## src/truss_element_geometry_defines.svh

```systemverilog
// ============================================================================
// Truss element geometry assertion macros
// Shared concurrent assertion forms used by the RTL of the block.
// ============================================================================
`ifndef TRUSS_ELEMENT_GEOMETRY_DEFINES_SVH
`define TRUSS_ELEMENT_GEOMETRY_DEFINES_SVH

// A condition that must hold at every clock edge outside reset.
`define TEG_ASSERT_HOLDS(lbl, expr, msg) \
    lbl: assert property (@(posedge clk) disable iff (!rst_n) (expr)) else $error(msg);

// A condition that must hold in the cycle after the antecedent.
`define TEG_ASSERT_NEXT(lbl, ante, cons, msg) \
    lbl: assert property (@(posedge clk) disable iff (!rst_n) (ante) |=> (cons)) \
        else $error(msg);

`endif

```

## src/teg_pkg.sv

```systemverilog
// ============================================================================
// Truss element geometry package
// Types shared between the front stage, the queue and the back end.
// ============================================================================
`default_nettype none

package teg_pkg;

    // One classified element waiting in the queue.
    typedef struct packed {
        logic signed [32:0] dx;
        logic signed [32:0] dy;
        logic signed [32:0] dz;
        logic [65:0]        sumsq;
        logic [63:0]        ae;
        logic               zero;
    } teg_item_t;

    // One finished result.
    typedef struct packed {
        logic [33:0]        bar_length;
        logic [47:0]        axial_stiffness;
        logic signed [31:0] dir_x;
        logic signed [31:0] dir_y;
        logic signed [31:0] dir_z;
        logic signed [31:0] side_x;
        logic signed [31:0] side_y;
        logic signed [31:0] side_z;
        logic signed [31:0] third_x;
        logic signed [31:0] third_y;
        logic signed [31:0] third_z;
        logic               zero_length;
    } teg_result_t;

endpackage

`default_nettype wire

```

## src/teg_fifo.sv

```systemverilog
// ============================================================================
// Truss element geometry item queue
// Short queue that decouples the front stage from the back end.
// ============================================================================
`default_nettype none

`include "truss_element_geometry_defines.svh"

module teg_fifo #(
    parameter int DEPTH = 4
) (
    input  wire logic                       clk,
    input  wire logic                       rst_n,
    input  wire logic                       wr_en,
    input  wire teg_pkg::teg_item_t         wr_item,
    input  wire logic                       rd_en,
    output teg_pkg::teg_item_t              rd_item,
    output logic                            rd_empty,
    output logic [$clog2(DEPTH+1)-1:0]      level
);

    localparam int AW = (DEPTH > 1) ? $clog2(DEPTH) : 1;
    localparam int CW = $clog2(DEPTH + 1);

    teg_pkg::teg_item_t mem [DEPTH];
    logic [AW-1:0]      wr_ptr_reg, rd_ptr_reg;
    logic [CW-1:0]      count_reg;

    // Storage.
    always_ff @(posedge clk)
    begin
        if (wr_en)
        begin
            mem[wr_ptr_reg] <= wr_item;
        end
    end

    // Pointers and fill level.
    always_ff @(posedge clk or negedge rst_n)
    begin
        if (!rst_n)
        begin
            wr_ptr_reg <= '0;
            rd_ptr_reg <= '0;
            count_reg  <= '0;
        end
        else
        begin
            if (wr_en)
            begin
                wr_ptr_reg <= (wr_ptr_reg == AW'(DEPTH - 1)) ? '0 : wr_ptr_reg + 1'b1;
            end
            if (rd_en)
            begin
                rd_ptr_reg <= (rd_ptr_reg == AW'(DEPTH - 1)) ? '0 : rd_ptr_reg + 1'b1;
            end
            if (wr_en && !rd_en)
            begin
                count_reg <= count_reg + 1'b1;
            end
            else if (rd_en && !wr_en)
            begin
                count_reg <= count_reg - 1'b1;
            end
        end
    end

    assign rd_item  = mem[rd_ptr_reg];
    assign rd_empty = (count_reg == '0);
    assign level    = count_reg;

    `TEG_ASSERT_HOLDS(a_level_bound, count_reg <= CW'(DEPTH), "queue level above depth")
    `TEG_ASSERT_HOLDS(a_no_overrun, !wr_en || rd_en || count_reg != CW'(DEPTH), "write to full queue")
    `TEG_ASSERT_HOLDS(a_no_underrun, !rd_en || count_reg != '0, "read from empty queue")

endmodule

`default_nettype wire

```

## config.mk

```make
export PLATFORM = sky130hd
export DESIGN_NAME = teg_fifo
export DESIGN_NICKNAME = d
export VERILOG_FILES = /design/src/teg_pkg.sv /design/src/teg_fifo.sv
export VERILOG_INCLUDE_DIRS = /design/src /design/src/src
export SDC_FILE = /design/constraint.sdc
export NUM_CORES = 1
export LEC_CHECK = 0
export BUFFER_PORTS_ARGS = -buffer_cell sky130_fd_sc_hd__buf_2
export CAP_MARGIN = 20
export CELL_PAD_IN_SITES_DETAIL_PLACEMENT = 1
export CELL_PAD_IN_SITES_GLOBAL_PLACEMENT = 2
export CORE_MARGIN = 3
export CORE_UTILIZATION = 34
export CTS_BUF_LIST = sky130_fd_sc_hd__clkbuf_4 sky130_fd_sc_hd__clkbuf_8
export DETAILED_ROUTE_END_ITERATION = 12
export PLACE_DENSITY_LB_ADDON = 0.1
export REMOVE_ABC_BUFFERS = 1
export SLEW_MARGIN = 0
export SYNTH_ARGS = -nofsm -noshare
export SYNTH_HDL_FRONTEND = slang
export SYNTH_SLANG_ARGS = --single-unit
```

## constraint.sdc

```tcl
create_clock -name clk -period 13.6 [get_ports clk]
set_input_delay 2.72 -clock clk [delete_from_list [all_inputs] [get_ports clk]]
set_output_delay 2.72 -clock clk [all_outputs]
set_load 0.02 [all_outputs]
```

* Yosys cells after proc, flatten, opt, wreduce, memory -nomap -nowiden *
Memories as Yosys holds them, arrays and structs flattened.
Cells that the tools add are included.

operators by class
  add/subtract/negate cells = 4
  equality and inequality tests = 2
  mux-type cells = 6
  reduce and logical (&&, ||, !) cells = 6

operators by type and width
  operator                                                             count
  3-bit 2-to-1 mux                                                     2
  2-bit by 1-bit adder with 2-bit output (second input constant)       2
  2-bit == test (second input constant)                                2
  2-bit 2-to-1 mux                                                     2
  3-bit by 1-bit adder with 3-bit output (second input constant)       1
  3-bit logical NOT                                                    1
  3-bit by 1-bit subtractor with 3-bit output (second input constant)  1
  1-bit logical AND                                                    2
  1-bit logical NOT                                                    2
  1-bit 2-to-1 mux                                                     2
  2-bit nonzero test                                                   1

word-level totals
  flip-flop bits (word level) = 7
  RAM bits = 920
  bits of input ports = 234
  output and inout port bits = 234
  word-level logic and storage cells = 22
  memories = 1

memory list
  memory  words  width  rd ports  clocked after Yosys merged registers in  wr ports  RTL line        source
  mem     4      230    1         0                                        1         teg_fifo.sv:25  teg_pkg::teg_item_t mem [DEPTH];

* Depth between registers and ports, before layout *
  depth in word-level cells = 4
  depth in mapped cells = 7
  depth with buffers taken out = 7

* Worst setup path before layout *
Ideal clock, no wire load.

  path type = input to register
  start point = in wr_en
  end point = mem mem[0][0] (netlist name) (enable)
  library setup time = 0.619 ns
  arrival = 7.926 ns
  required time = 12.981 ns
  path slack = 5.055 ns
  stages on the path = 1
  buffers on the path = 0
  cells stage by stage = and2_1

on the way
  cells in the longest elaborated chain, start to end = 2

ends and longest elaborated chain
  what                                    RTL line        source
  start: declaration                      teg_fifo.sv:14  input wire logic wr_en,
  1-bit 2-to-1 mux                        teg_fifo.sv:32  if (wr_en)
  1-bit 2-to-1 mux (implied by the code)  teg_fifo.sv:34  mem[wr_ptr_reg] <= wr_item;
  end: declaration                        teg_fifo.sv:25

Every way passes these cells.

==> impl_metrics.csv <==
group,metric,value,unit
timing,slew_headroom,29.01,%
timing,setup_viol,0,
timing,fin_skew,0.02423,ns
synth,yosysWarnings,0,
clocking,cts_resized,0,
finish,stdcell_area,0.04033,mm2
placed_design,place_inst,2950,
worst_setup_path,cp-start-kind,"register",
finish,drive_gt1_share,49.92,%
clocking,clk_path_buf_depth,3,
placed_design,portBuffers,467,
power_and_ir_drop,max-vdd-ir-drop,0.0001084,V
routing,via_count,15240,
routing,antenna_left,0,
clocking,clkLatencyLatePin,0.81,ns
clocking,cts_made_buffers,157,
die,initial_core_util,34.54,%
synth,synth-edff-count,920,
die,dieArea,0.1026,mm2
timing,setup_tns,0,ns
clocking,clock_sinks,927,
placed_design,place_ws,7.237,ns
finish,largest-register,"mem",
synth,synthFlopType,"edfxtp_1",
worst_setup_path,cp.arrival,4.23,ns
finish,syn_to_final_growth,20.04,%
synth,netlist_top_cells_area,"edfxtp_1 82%, mux4_2 15%, buf_6 0.70%, dfrtp_1 0.52%, buf_2 0.39%",
finish,final_nets,2074,
routing,drt-pass1-iter-count,4,
synth,synthTopCellsByCount,"920 x edfxtp_1, 230 x mux4_2, 26 x buf_2",
worst_setup_path,required,10.88,ns
timing,maxSlewViolCount,0,
synth,avgSynthCellArea,27.14,um2
finish,fin_cells,3230,
run_status,status,"completed",
clocking,cts.clk_slew.worst_paths,0.05,ns
placed_design,gp_congestion,0.7013,
routing,drc,0,
routing,wl,77740,um
clocking,root_buffer,"clkbuf_8",
global_route,grt_overflow,0,
finish,fillCellCount,9211,
die,pin_count,468,
timing,worstMarginPinSlew,1.065,ns
timing,grt_setup_unrepaired,"no",
synth,synth_top_area_share,82.23,%
clocking,cts_setup_buffers,0,
placed_design,place_area,0.03736,mm2
flow_run,max_cap_viol_count,0,
min_path,hold_start,"level[2]",
timing,setup_ws,6.646,ns
worst_setup_path,path_common_cell,"buf_4",
global_route,grt_pass1_wl,114100,um
worst_setup_path,worstSetupEndpointType,"output port",
global_route,first_global_vias,16970,
finish,utilization,41.46,%
clocking,cts_max_level,4,
die,die_w,320.3,um
timing,hold_viol,0,
synth,yosysMostFrequentCell,"edfxtp_1",
power_and_ir_drop,power_density,220.4,mW/mm2
power_and_ir_drop,p_leak,13.62,nW
timing,fmax,0.1438,GHz
global_route,antenna_found_initial,31,
finish,largest_reg_flops,920,
timing,hold_slack,0.5034,ns
clocking,cts_tree,"done",
min_path,hold_path_class,"register to register",
synth,synth_seq_cells,927,
synth,syn_area,0.03360,mm2
clocking,hold_buffers,0,
finish,multi_input_area,0.005404,mm2
placed_design,dpl.hpwl,47220,um
routing,dr.first_iter.drc_count,978,
worst_setup_path,critical_path_class,"register to output port",
worst_setup_path,cp_slowest_cell,"dfrtp_4",
synth,async_flop_share,0.7551,%
timing,fin_crit_sh,51.13,%
routing,wl_per_cell,24.07,um
die,die_y,320.3,um
die,core,0.09728,mm2
worst_setup_path,rr_startpoint,"wr_ptr_reg[0]",
worst_setup_path,worstPathMaxFanout,46,
worst_setup_path,worstSetupStartpoint,"rd_ptr_reg[0]",
global_route,grt_usage,15.27,%
synth,ys_seq_area_share,82.75,%
finish,ff_latch_area,0.02781,mm2
global_route,grt_max_degree,121,
worst_setup_path,critPathMaxStageDelay,0.93,ns
die,rows,114,
synth,synth_top_area_cell,"edfxtp_1",
worst_setup_path,path_cells,"buf_4 -> buf_4 -> mux4_2 -> buf_2",
power_and_ir_drop,total_power,8.889,mW
synth,syn_inst,1238,
synth,synth_cell_types,17,
timing,layout_min_cycle_time,6.954,ns
routing,viasPerCell,4.717,
worst max-delay path: cells and delay by family (launching register included):
family / cells / cell delay (ns)
buffers and inverters: 3 / 1.73
DFF: 1 / 0.93
muxes: 1 / 0.64
final cells by class:
class / count / area share [%]
inverters: 4 / 0.03723
flip-flops and latches: 927 / 68.95
clock inverters: 46 / 0.6050
clock buffers: 223 / 6.679
diodes: 11 / 0.06825
well taps: 1276 / 3.959
repair buffers: 488 / 6.298
multi-input cells: 255 / 13.40
where the power goes:
| group | internal [mW] | switching (mW) |
|---|---|---|
| clock network | 1.27 | 1.06 |
| registers | 3.67 | 0.140 |
| logic | 1.05 | 1.70 |
per-layer routing:
layer	share of wire [%]	global-route usage (%)	wire length, um
met1	40	18.43	30880
met2	51	25.54	39440
met3	7.7	6.032	5969
met4	1.7	4.242	1357
met5	0.13	0	103
worst paths after layout:
path	slack, ns	depth (start not counted)	endpoint
max	6.65	4	rd_item[99]
min	0.50	1	level[2]
max reg2reg	10.14	5	mem[0][69]
min reg2reg	0.50	1	level[2]
max in group asynchronous	11.63	1	rd_ptr_reg[1]
min in group asynchronous	1.76	1	level[1]
cells in the final DEF (no fill, tap or decap), drive strengths merged, types with 3 or more instances in the layout:
master,count
edfxtp,920
buf,488
mux4,230
clkbuf,223
clkinv,37
diode,11
inv,10
dfrtp,7
ha,6
and2,4
mux2,3
nor2,3
clkinvlp,3
cell families (layout without fill, tap and decap cells):
logic type | count (synthesis) | in the layout | synth area share [%]
adders and majority gates | 7 | 7 | 0.2830
buffers and inverters | 56 | 761 | 1.192
and+or+nand+nor | 10 | 10 | 0.1452
DFF | 927 | 927 | 82.75
muxes | 233 | 233 | 15.52
AOI/OAI and AO/OA | 2 | 2 | 0.02980
other | 0 | 11 | 0
xor gates and xnor gates | 3 | 3 | 0.07822
Power figures use the tool's default switching activity.
